File: config.mk
export PLATFORM = sky130hd
export DESIGN_NAME = hawc_div_cell
export DESIGN_NICKNAME = d
export VERILOG_FILES = /design/src/design/assert_macros.svh /design/src/design/hawc_pkg.sv /design/src/design/hawc_div_cell.sv
export SDC_FILE = /design/constraint.sdc
export NUM_CORES = 1
export LEC_CHECK = 0
export ABC_AREA = 0
export BUFFER_PORTS_ARGS = -buffer_cell sky130_fd_sc_hd__buf_2
export CAP_MARGIN = 0
export CORE_AREA = 2 2 271 273
export CTS_CLUSTER_DIAMETER = 80
export DETAILED_ROUTE_END_ITERATION = 12
export DIE_AREA = 0 0 273 275
export PLACE_DENSITY = 0.52
export SLEW_MARGIN = 25
export SYNTH_ARGS = -nofsm -noshare
export SYNTH_HDL_FRONTEND = slang
export SYNTH_SLANG_ARGS = --single-unit
File: constraint.sdc
create_clock -name aclk -period 12.17 [get_ports aclk]
set_input_delay 0.6085 -clock aclk [delete_from_list [all_inputs] [get_ports aclk]]
set_output_delay 0.6085 -clock aclk [all_outputs]
set_load 0.02 [all_outputs]
File: src/design/assert_macros.svh
// Assertion macros used by the top-level RTL file.
`ifndef ASSERT_MACROS_SVH
`define ASSERT_MACROS_SVH

// Same-cycle implication, disabled in reset.
`define ASSERT_IMPLY(label, clk, rstn, ante, cons) \
    label: assert property (@(posedge clk) disable iff (!rstn) (ante) |-> (cons)) \
        else $error("assertion failed");

// Next-cycle implication, disabled in reset.
`define ASSERT_NEXT(label, clk, rstn, ante, cons) \
    label: assert property (@(posedge clk) disable iff (!rstn) (ante) |=> (cons)) \
        else $error("assertion failed");

`endif

File: src/design/hawc_pkg.sv
// Types and constants of the hex axial and world position converter.
package hawc_pkg;

    localparam logic signed [25:0] SQRT3_Q24 = 26'sd29058991;
    localparam int QB = 34;
    localparam int RW = 43;
    localparam int NW = 60;
    localparam logic [15:0] CIRCUMRADIUS_RESET = 16'd256;
    localparam logic CFG_CIRCUMRADIUS = 1'b0;

    typedef struct packed {
        logic               mode;
        logic signed [15:0] hex_q;
        logic signed [15:0] hex_r;
        logic signed [31:0] world_x;
        logic signed [31:0] world_y;
    } in_word_t;

    typedef struct packed {
        logic signed [31:0] out_world_x;
        logic signed [31:0] out_world_y;
        logic signed [15:0] out_q;
        logic signed [15:0] out_r;
        logic               saturated;
    } out_word_t;

    typedef struct packed {
        logic [RW-1:0] rem;
        logic [QB-1:0] dq;
        logic          neg;
    } lane_t;

    typedef struct packed {
        logic               mode;
        logic signed [31:0] wx;
        logic signed [31:0] wy;
        logic               sat0;
        logic [RW-1:0]      dd;
        lane_t [2:0]        lanes;
    } cell_word_t;

endpackage

File: src/design/hawc_div_cell.sv
// Divider cell: one restoring quotient bit for each of the three lanes.
module hawc_div_cell (
    input  logic                 aclk,
    input  logic                 aresetn,
    input  logic                 in_valid,
    output logic                 in_ready,
    input  hawc_pkg::cell_word_t in_data,
    output logic                 out_valid,
    input  logic                 out_ready,
    output hawc_pkg::cell_word_t out_data
);

    localparam int RW = hawc_pkg::RW;
    localparam int QB = hawc_pkg::QB;

    logic                 valid_reg;
    hawc_pkg::cell_word_t data_reg, data_next;

    assign in_ready  = !valid_reg || out_ready;
    assign out_valid = valid_reg;
    assign out_data  = data_reg;

    always_comb begin
        logic [RW:0] trial;
        logic        ge;
        data_next = in_data;
        for (int i = 0; i < 3; i++) begin
            trial = {in_data.lanes[i].rem, in_data.lanes[i].dq[QB-1]};
            ge = trial >= {1'b0, in_data.dd};
            data_next.lanes[i].rem = ge ? RW'(trial - {1'b0, in_data.dd}) : RW'(trial);
            data_next.lanes[i].dq  = {in_data.lanes[i].dq[QB-2:0], ge};
        end
    end

    always_ff @(posedge aclk) begin
        if (!aresetn) begin
            valid_reg <= 1'b0;
        end else if (in_ready) begin
            valid_reg <= in_valid;
        end
    end

    always_ff @(posedge aclk) begin
        if (in_ready) data_reg <= data_next;
    end

endmodule

* Word-level counts from Yosys, hierarchy flattened
Index checks and enable logic that the tools add are counted.
Word-level totals: register bits 344, bits in latches 0, bits in writable memories 0, memory bits (read-only) 0, output and inout bits 345, logic and storage cells 26, memories 0
Operators by class: add/subtract/negate cells 3, multiply operators 0, divide/modulo/power cells 0, magnitude comparators 3, equality and inequality tests 0, shift-type cells 0, mux-type cells 3, bitwise logic cells 0, reductions and logical operators 2
Operator list (count):
- $ge 44x43->1 | 3
- $mux 43 | 3
- $sub 43x43->43 | 3
- $logic_not 1->1 | 1
- $logic_or 1x1->1 | 1

* Logic depth before layout (Yosys ltp)
depth in word-level cells 2, mapped depth 16

* Least setup slack after synthesis
OpenSTA, ideal clock, no wires.
path kind input to register, start input out_ready, end register valid_reg (netlist: out_valid), library setup time 0.513 ns, arrival 9.672 ns, required time 11.657 ns, slack 1.985 ns, stages on the path 2, path buffers 0, path through nand2b_1 > a21boi_0
On the way: word-level cells in the longest chain between the ends 1
Ends and longest elaborated chain:
- start: declaration | line hawc_div_cell.sv:9 | input logic out_ready,
- $logic_or 1x1->1 | line hawc_div_cell.sv:19 | assign in_ready = !valid_reg || out_ready;
- end signal: assignment | line hawc_div_cell.sv:39 | valid_reg <= in_valid;
- end: declaration | line hawc_div_cell.sv:16 | logic valid_reg;
Every way passes these cells. A chain may end at the register's enable or synchronous reset.

==> run summary <==
Status -> completed
Detailed-route via count -> 15,600
RSZ-0062 raised after global routing -> no
Std cell rows -> 99
Max Slew Vio Count -> 0
Tmin final -> 4.77 ns
Number of nets with antenna violations after routing -> 0
Syn avg cell area -> 12.0 sq um
Port buffer count -> 691
Die Wd -> 273 um
Routed Wire Length -> 81,000 um
Post-CTS setup buffer count -> 0
Relative slew slack -> 25.3%
Post-detailed-route DRC marker count -> 0
Max-cap violation count -> 0
DP Area -> 23,200 sq um
Clk_lat worst skew -> 0.59 ns
Slowest stage delay, CP -> 0.83 ns
P_sw -> 0.00125 W
Synth Register Bits -> 344
Max Fclk -> 0.210 GHz
Area contributors post-synth -> edfxtp_1 (55%), ha_1 (8.6%), a21oi_1 (4.2%)
Synthesized Nets -> 2,039
TritonCTS clock tree -> done
Io pins -> 692
Pint -> 0.00260 W
Dpl hpwl -> 66,900 um
Crit-path slowest cell -> a22oi_2
Antenna violations before repair -> 26
Non-filler cells in the finished layout -> 3,265
Post-route cell area -> 24,700 sq um
Number of global-route vias before repair -> 15,600
Overall power -> 0.00385 W
Skew final -> 0.0199 ns
Sequential share of the synthesized area -> 55.3%
Worst path required time -> 12.49 ns
Fin nets -> 2,740
Leading cell types in the layout, fill and taps excluded -> buf_2 (691), edfxtp_1 (343), a21oi_1 (158)
Post-Synthesis Cells -> 1,560
Clk sinks -> 344
Root buffer cell -> clkbuf_16
Global placer's final weighted congestion -> 0.934
Final period util -> 39.2%
Pin count of the biggest net entering global routing -> 143
Die area -> 75,100 sq um
DR WL/cell -> 24.8 um
Ys flop type -> edfxtp_1
Starting density of the core -> 25.8%
Final Hold Fails -> 0
CP Max Fanout -> 33
Post-CTS Hold Buffers -> 0
Finish-stage setup viols -> 0
First drt pass iteration count -> 5
CP startpoint kind -> input port
Area share of the largest cell type after synthesis -> 55.2%
Comb power frac -> 25.8%
Number of flops mapped to enable cells by yosys -> 343
Post-synth cell types -> 69
Grt total ovfl -> 0
Maximum VDD drop -> 0.000109 V
Pleak -> 10.9 nW
Core area -> 72,300 sq um
Critical setup path kind -> in -> reg
Worst-path clk slew -> 0.06 ns
Tot GR Track Use -> 20.4%
Crit path arrival time -> 5.09 ns
Ratio of cells with drive above 1 in the final layout -> 36.9%
Util after Layout -> 34.1%
CP endpoint kind -> flop
DRT iter0 DRCs -> 1,108
Drt via density -> 4.78
Crit-path cells -> buf_2, ha_1, fa_1, nor2b_1, o31ai_1, and2_1, o21a_1, a31oi_1, a21oi_1, or3_1, a22oi_2, buf_4, mux2_2
Clock buffer depth -> 3
Worst Max-Slew Pin Slew -> 1.12 ns
Layout area overhead -> 32.2%
Die Y -> 275 um
Power per cell area -> 156 nW/um^2
CTS Buf Count -> 45
Yosys top cell by area -> edfxtp_1
Post-CTS Resized -> 0
Yosys synthesis warning count -> 0
Most common cell after layout, fill and taps aside -> buf_2
Async set or reset register ratio after synthesis -> 0%
Final setup TNS -> 0 ns
First-pass GRT wire length -> 110,000 um
Htree depth -> 2
Register share of total power -> 40.0%
Inst Count DP -> 3,173
Clk network pwr share -> 34.2%
Switching Share -> 32.4%
Hold Path Class -> in -> reg
Mapped cell area -> 18,700 sq um
## power groups by stage
stage                     clock (W)  sequential [W]  combinational, W
after floorplan                   0         0.00175          0.000417
after global placement            0         0.00157          0.000990
after detailed placement          0         0.00156          0.000994
after CTS                   0.00135         0.00154          0.000999
after global routing        0.00140         0.00155           0.00107
final                       0.00132         0.00154          0.000991
## final timing paths
kind	to	from	cells past startpoint	slack, ns
setup / recovery	out_data[43]	in_data[234]	13	7.40
hold / removal	out_data[283]	in_data[283]	1	0.19
setup reg to reg	out_data[49]	out_valid	3	9.06
hold reg to reg	out_data[190]	out_valid	1	1.31
## flip-flops by register name, summed over array words and instances (netlist names)
signal     flops
out_valid      1
out_data     343
## stage by stage
stage | worst slack (ns) | hold slack [ns]
3_5_place_dp | 6.82 | 0.787
2_1_floorplan | 1.99 | 0.707
5_1_grt | 7.18 | 0.157
3_3_place_gp | 6.80 | 0.786
6_report | 7.40 | 0.188
4_1_cts | 7.41 | 0.153
## layout make-up
type | instances | area [sq um]
clock inverters | 32 | 275
clock buffers | 50 | 1170
well taps | 959 | 1200
multi-input cells | 1098 | 7900
inverters | 75 | 282
fillers | 7409 | 47700
flip-flops and latches | 344 | 10300
repair buffers | 697 | 3520
diodes | 10 | 25.0
## metal layers
| layer | GRT usage [%] | up-vias | part of all wire [%] |
|---|---|---|---|
| li1 | - | 7317 | - |
| met1 | 25.0 | 7542 | 41 |
| met2 | 36.4 | 611 | 50 |
| met3 | 4.64 | 114 | 6.9 |
| met4 | 4.47 | 20 | 2.0 |
| met5 | 0 | - | 0.16 |
## cells in the mapped netlist, types with 8 or more instances
cell type / n
a21o_1: 73
o21bai_1: 21
clkbuf_1: 26
inv_1: 74
nand4_1: 26
nand2_1: 104
a211oi_1: 8
nand2b_1: 15
a21oi_1: 158
o21a_1: 12
nand3_1: 23
nor3_1: 15
nor2b_1: 20
xor2_1: 46
a31oi_1: 16
ha_1: 129
nor2_1: 79
edfxtp_1: 343
o21ai_0: 93
mux2_2: 57
xnor2_1: 73
buf_2: 13
and3_1: 16
## kinds of logic after synthesis
family / share of synthesized area (%)
mux: 3.80
buf+inv: 2.52
fa+ha+maj: 8.97
compound gates: 15.2
simple gates: 8.68
flops: 55.3
xor+xnor: 5.58
## worst max-delay path: cells and delay by family
kind | cells | cell delay (ns)
AO/OA/AOI/OAI | 5 | 1.85
multiplexers | 1 | 0.39
adder cells (fa/ha/maj) | 2 | 0.65
AND/OR/NAND/NOR | 3 | 0.80
buffers and inverters | 2 | 0.74
Note: power is estimated with default switching activity, not from simulation.
