`config.mk`:
```
export PLATFORM = sky130hd
export DESIGN_NAME = hawc_back
export DESIGN_NICKNAME = d
export VERILOG_FILES = /design/src/design/assert_macros.svh /design/src/design/hawc_pkg.sv /design/src/design/hawc_back.sv
export SDC_FILE = /design/constraint.sdc
export NUM_CORES = 2
export LEC_CHECK = 0
export ABC_AREA = 1
export CAP_MARGIN = 10
export CELL_PAD_IN_SITES_DETAIL_PLACEMENT = 0
export CELL_PAD_IN_SITES_GLOBAL_PLACEMENT = 1
export CORE_MARGIN = 2
export CORE_UTILIZATION = 35
export CTS_BUF_LIST = sky130_fd_sc_hd__clkbuf_4 sky130_fd_sc_hd__clkbuf_8
export DETAILED_ROUTE_END_ITERATION = 7
export DONT_BUFFER_PORTS = 1
export GPL_TIMING_DRIVEN = 0
export MAX_ROUTING_LAYER = met4
export PLACE_DENSITY_LB_ADDON = 0.08
export SLEW_MARGIN = 0
export SYNTH_ARGS = -nofsm -noshare
export SYNTH_HDL_FRONTEND = slang
export SYNTH_SLANG_ARGS = --single-unit
```
`constraint.sdc`:
```
create_clock -name aclk -period 21.6 [get_ports aclk]
set_input_delay 3.24 -clock aclk [delete_from_list [all_inputs] [get_ports aclk]]
set_output_delay 3.24 -clock aclk [all_outputs]
set_load 0.02 [all_outputs]
```
`src/design/assert_macros.svh`:
```
// Assertion macros used by the top-level RTL file.
`ifndef ASSERT_MACROS_SVH
`define ASSERT_MACROS_SVH

// Same-cycle implication, disabled in reset.
`define ASSERT_IMPLY(label, clk, rstn, ante, cons) \
    label: assert property (@(posedge clk) disable iff (!rstn) (ante) |-> (cons)) \
        else $error("assertion failed");

// Next-cycle implication, disabled in reset.
`define ASSERT_NEXT(label, clk, rstn, ante, cons) \
    label: assert property (@(posedge clk) disable iff (!rstn) (ante) |=> (cons)) \
        else $error("assertion failed");

`endif

```
`src/design/hawc_pkg.sv`:
```
// Types and constants of the hex axial and world position converter.
package hawc_pkg;

    localparam logic signed [25:0] SQRT3_Q24 = 26'sd29058991;
    localparam int QB = 34;
    localparam int RW = 43;
    localparam int NW = 60;
    localparam logic [15:0] CIRCUMRADIUS_RESET = 16'd256;
    localparam logic CFG_CIRCUMRADIUS = 1'b0;

    typedef struct packed {
        logic               mode;
        logic signed [15:0] hex_q;
        logic signed [15:0] hex_r;
        logic signed [31:0] world_x;
        logic signed [31:0] world_y;
    } in_word_t;

    typedef struct packed {
        logic signed [31:0] out_world_x;
        logic signed [31:0] out_world_y;
        logic signed [15:0] out_q;
        logic signed [15:0] out_r;
        logic               saturated;
    } out_word_t;

    typedef struct packed {
        logic [RW-1:0] rem;
        logic [QB-1:0] dq;
        logic          neg;
    } lane_t;

    typedef struct packed {
        logic               mode;
        logic signed [31:0] wx;
        logic signed [31:0] wy;
        logic               sat0;
        logic [RW-1:0]      dd;
        lane_t [2:0]        lanes;
    } cell_word_t;

endpackage

```
`src/design/hawc_back.sv`:
```
// Back stages: unfold quotients, rounding errors, correction and clamping.
module hawc_back (
    input  logic                 aclk,
    input  logic                 aresetn,
    input  logic                 in_valid,
    output logic                 in_ready,
    input  hawc_pkg::cell_word_t in_data,
    output logic                 out_valid,
    input  logic                 out_ready,
    output hawc_pkg::out_word_t  out_data
);

    localparam int RW = hawc_pkg::RW;

    logic               ve_reg, vf_reg;
    logic               rdye, rdyf;

    logic               mode_reg;
    logic signed [31:0] wx_reg, wy_reg;
    logic               sat0_reg;
    logic signed [35:0] q_reg [3];
    logic signed [35:0] q_next [3];
    logic [RW-1:0]      e_reg [3];
    logic [RW-1:0]      e_next [3];

    hawc_pkg::out_word_t o_reg, o_next;

    assign rdyf = !vf_reg || out_ready;
    assign rdye = !ve_reg || rdyf;
    assign in_ready  = rdye;
    assign out_valid = vf_reg;
    assign out_data  = o_reg;

    always_comb begin
        logic [RW-1:0]      m;
        logic signed [RW:0] diff;
        for (int i = 0; i < 3; i++) begin
            if (in_data.lanes[i].neg) begin
                q_next[i] = -signed'(36'(in_data.lanes[i].dq)) - 36'sd1;
                m = in_data.dd - RW'(1) - in_data.lanes[i].rem;
            end else begin
                q_next[i] = signed'(36'(in_data.lanes[i].dq));
                m = in_data.lanes[i].rem;
            end
            diff = signed'({2'b00, in_data.dd[RW-1:1]}) - signed'({1'b0, m});
            e_next[i] = diff[RW] ? RW'(-diff) : RW'(diff);
        end
    end

    always_comb begin
        logic signed [36:0] fq, fr;
        o_next = '0;
        fq = 37'(q_reg[0]);
        fr = 37'(q_reg[1]);
        if (e_reg[0] > e_reg[1] && e_reg[0] > e_reg[2]) begin
            fq = -37'(q_reg[1]) - 37'(q_reg[2]);
        end else if (e_reg[1] > e_reg[2]) begin
            fr = -37'(q_reg[0]) - 37'(q_reg[2]);
        end
        if (mode_reg) begin
            if (fq > 37'sd32767) begin
                o_next.out_q = 16'sh7fff;
                o_next.saturated = 1'b1;
            end else if (fq < -37'sd32768) begin
                o_next.out_q = 16'sh8000;
                o_next.saturated = 1'b1;
            end else begin
                o_next.out_q = fq[15:0];
            end
            if (fr > 37'sd32767) begin
                o_next.out_r = 16'sh7fff;
                o_next.saturated = 1'b1;
            end else if (fr < -37'sd32768) begin
                o_next.out_r = 16'sh8000;
                o_next.saturated = 1'b1;
            end else begin
                o_next.out_r = fr[15:0];
            end
        end else begin
            o_next.out_world_x = wx_reg;
            o_next.out_world_y = wy_reg;
            o_next.saturated   = sat0_reg;
        end
    end

    always_ff @(posedge aclk) begin
        if (!aresetn) begin
            ve_reg <= 1'b0;
            vf_reg <= 1'b0;
        end else begin
            if (rdye) ve_reg <= in_valid;
            if (rdyf) vf_reg <= ve_reg;
        end
    end

    always_ff @(posedge aclk) begin
        if (rdye) begin
            mode_reg <= in_data.mode;
            wx_reg   <= in_data.wx;
            wy_reg   <= in_data.wy;
            sat0_reg <= in_data.sat0;
            q_reg    <= q_next;
            e_reg    <= e_next;
        end
        if (rdyf) o_reg <= o_next;
    end

endmodule

```
After elaboration in Yosys (flattened, before gate mapping)
Index checks and enable logic that the tools add are counted.
Widths: inputs -> output; s select.
{ "word_totals": {"reg_bits": 402, "input_bits": 347, "out_inout_bits": 99, "word_cells": 77} }
{ "op_classes": {"n_addsub": 20, "n_lt_le_gt_ge": 7, "mux": 20, "bitwise_logic": 1, "n_reduce_logical": 7} }
{ "op_table": {"columns": ["op", "n"], "rows": [
  ["$mux 43", 6],
  ["$sub 42x43->44", 3],
  ["$gt 43x43->1", 3],
  ["$neg 43->43", 3],
  ["$sub 43x43->43", 3],
  ["$mux 37", 3],
  ["$neg 34->36", 3],
  ["$sub 36x2->36 const B", 3],
  ["$mux 34", 3],
  ["$gt 37x16->1 const B", 2],
  ["$lt 37x16->1 const B", 2],
  ["$neg 36->37", 2],
  ["$sub 37x36->37", 2],
  ["$mux 16", 3],
  ["$sub 43x1->43 const B", 1],
  ["$mux 15", 1],
  ["$mux 1", 4],
  ["$reduce_or 2->1", 2],
  ["$logic_not 1->1", 2],
  ["$logic_or 1x1->1", 2],
  ["$logic_and 1x1->1", 1],
  ["$not 1->1", 1]
]} }

Depth between registers and ports, before layout
{ "logic_depth": {"ltp_word": 9, "mapped_depth": 49, "depth_no_buf": 49} }

Least setup slack after synthesis
Ideal clock, no wire load.
{ "synth_timing": {"path_type": "input -> output", "startpoint": "input port out_ready", "endpoint": "output port in_ready", "t_arrival_ps": 10229, "path_slack_ps": 8131, "path_stages": 2, "path_buffers": 0, "path_cell_list": "inv_1 > nand3_1"} }
{ "synth_via": {"elab_chain_len": 2} }
{ "synth_lines": {"columns": ["item", "line", "rtl"], "rows": [
  ["start: declaration", "hawc_back.sv:9", "input logic out_ready,"],
  ["$logic_or 1x1->1", "hawc_back.sv:28", "assign rdyf = !vf_reg || out_ready;"],
  ["$logic_or 1x1->1", "hawc_back.sv:29", "assign rdye = !ve_reg || rdyf;"],
  ["end: declaration", "hawc_back.sv:6", "output logic in_ready,"]
]} }
Every way passes these cells.

==> impl_metrics.sql <==
INSERT INTO impl_metrics (metric_group, metric, value, unit) VALUES
('finish', 'syn_to_final_growth', '7.90', '%'),
('finish', 'ratio_of_cells_with_drive_above_1_in_the_final_layout', '0.0526', ''),
('synth', 'synthesis.nets', '7946', ''),
('synth', 'synth_async_sr_flop_share', '0', ''),
('drt', 'drt_pass1_iterations', '6', ''),
('synth', 'synth.lib_cells_used.distinct', '76', ''),
('floorplanning', 'row_count', '135', ''),
('sta', 'finalMaxSlewViolations', '0', ''),
('finish', 'finish.utilization', '0.381', ''),
('clock_tree', 'clock_root_buffer_master', 'clkbuf_8', ''),
('drt', 'detail_route.iter0.violations', '3889', ''),
('grt', 'global_route.overflow_total', '0', ''),
('worst_hold_path', 'worstHoldPathType', 'flop to flop', ''),
('drt', 'drc', '0', ''),
('grt', 'number_of_global_route_vias_before_repair', '46000', ''),
('clock_tree', 'numCtsBuffers', '66', ''),
('placement', 'placed_cell_area', '50400', 'um2'),
('drt', 'wire_per_inst', '24.9', 'um'),
('drt', 'via_per_inst', '5.24', ''),
('placement', 'placement.setup.worst_slack', '9.37', 'ns'),
('critical_path', 'path_common_cell', 'inv_1', ''),
('critical_path', 'end_kind', 'flop', ''),
('drt', 'final_antenna_net_count', '0', ''),
('run_status', 'status', 'finished clean', ''),
('synth', 'yosys-top-cells-area', 'edfxtp_1 (25%), ha_1 (14%), nand2_1 (13%)', ''),
('critical_path', 'criticalPathCategory', 'input pin to flop', ''),
('synth', 'synthCells', '7066', ''),
('clock_tree', 'cts_max_path_buffers', '3', ''),
('power_and_ir_drop', 'post_route_total_power', '5.03', 'mW'),
('synth', 'synth_area_per_cell', '6.79', 'um2'),
('critical_path', 'start_kind', 'input pin', ''),
('floorplanning', 'placeableCoreArea', '136000', 'um2'),
('sta', 'worst_slew_margin_rel', '0.0618', ''),
('clock_tree', 'cts_setup_buffers', '0', ''),
('finish', 'multiInputGateArea', '30900', 'um2'),
('placement', 'place_congestion', '1.02', ''),
('clock_tree', 'cts.repair.resized', '0', ''),
('sta', 'postLayoutSetupSlackWorst', '9.97', 'ns'),
('job', 'timing.max_cap.violations', '0', ''),
('grt', 'grt_first_pass_wirelength', '319000', 'um'),
('floorplanning', 'initial_core_util', '0.353', ''),
('finish', 'largest_register_ffs', '129', ''),
('drt', 'vias', '47000', ''),
('grt', 'groute.usage.overall', '0.320', ''),
('floorplanning', 'die_height', '374', 'um'),
('critical_path', 'critPathMaxFanout', '5', ''),
('grt', 'initial_antenna_violation_count', '11', ''),
('floorplanning', 'dieArea', '140000', 'um2'),
('drt', 'finalWirelength', '223000', 'um'),
('sta', 'hold_viol', '0', ''),
('worst_hold_path', 'hold_path_depth', '2', ''),
('floorplanning', 'die_x', '374', 'um'),
('critical_path', 'reg2reg_slack', '17.00', 'ns'),
('synth', 'synthesis.area', '48000', 'um2'),
('placement', 'place.detailed.hpwl', '196000', 'um'),
('sta', 'finalSetupViolCount', '0', ''),
('clock_tree', 'cts_tree', 'done', ''),
('synth', 'synth_enable_flop_cells', '397', ''),
('power_and_ir_drop', 'power_leakage', '25.7', 'nW'),
('sta', 'min_period_over_period', '0.538', ''),
('sta', 'timing_worst_slew_pin_value', '1.40', 'ns'),
('critical_path', 'worst_r2r_path_depth', '19', ''),
('critical_path', 'crit_required', '22.02', 'ns'),
('grt', 'grt_start_max_net_pins', '62', ''),
('finish', 'design_area', '51800', 'um2'),
('power_and_ir_drop', 'power.density', '97.1', 'nW/um2'),
('sta', 'final_period_minus_worst_setup_slack', '11.63', 'ns'),
('critical_path', 'timing.critical_path.slowest_cell_delay', '0.74', 'ns'),
('finish', 'area.sequential', '12000', 'um2'),
('critical_path', 'worst_r2r_endpoint', 'out_data[0]$_DFFE_PP_', ''),
('clock_tree', 'clk_pin_slew_worst_paths', '0.06', 'ns');
per-layer routing:
metal  vias up  track usage  routed length, um
met5         -            -                  0
met4         0       0.0919               6860
met3       245       0.0444              13500
met2      1521        0.527             104000
met1     22100        0.407              99300
li1      23200            -                  -
critical path, delay by kind of cell:
family                     cells  cell delay, ns
AOI/OAI and AO/OA              6            1.25
adders and majority gates      3            1.07
and+or+nand+nor               19            3.73
buffers and inverters          8            0.95
xor gates and xnor gates       3            1.76
worst max-delay path by stage:
| stage | end | depth (start not counted) | start |
|---|---|---|---|
| 6_report | e_reg[35]$_DFFE_PP_ | 39 | in_data[235] |
| 5_1_grt | e_reg[41]$_DFFE_PP_ | 42 | in_data[235] |
| 4_1_cts | e_reg[41]$_DFFE_PP_ | 42 | in_data[235] |
| 3_3_place_gp | q_reg[11]$_DFFE_PP_ | 2 | out_ready |
| 2_1_floorplan | in_ready | 2 | out_ready |
| 3_5_place_dp | e_reg[41]$_DFFE_PP_ | 42 | in_data[235] |
metrics by stage:
step                      hold WS [ns]  cells
after floorplan                  0.427   7066
after global placement           0.434   8847
after detailed placement         0.493   8855
after CTS                        0.502   8973
after global routing             0.525   8978
final                            0.499   8978
layout make-up:
| cell class | instances | area share |
|---|---|---|
| antenna | 5 | 0.000242 |
| buffer | 77 | 0.00703 |
| clock buffer | 84 | 0.0205 |
| clock inverter | 34 | 0.00532 |
| inverter | 1270 | 0.0921 |
| multi-input combinational | 5320 | 0.597 |
| sequential | 399 | 0.231 |
| tap | 1781 | 0.0430 |
| timing repair buffer | 8 | 0.00355 |
where the power goes:
| group | switching, mW | internal [mW] |
|---|---|---|
| Clock | 0.344 | 0.354 |
| Combinational | 2.14 | 0.922 |
| Sequential | 0.160 | 1.11 |
cells by family after synthesis:
logic type,synth area share
buffers and inverters,0.107
xor gates and xnor gates,0.0868
AOI/OAI and AO/OA,0.136
DFF,0.249
adders and majority gates,0.140
and+or+nand+nor,0.280
cells in the final DEF, fill, tap and decap left out, types with 97 or more instances in the layout:
cell type,instances
a21oi_1,432
o21ai_0,384
nand3_1,327
nand4_1,114
ha_1,525
edfxtp_1,397
xor2_1,344
inv_1,1223
nand2_1,1660
nor2_1,828
xnor2_1,97
No activity file was read; power rests on OpenSTA's default activity.
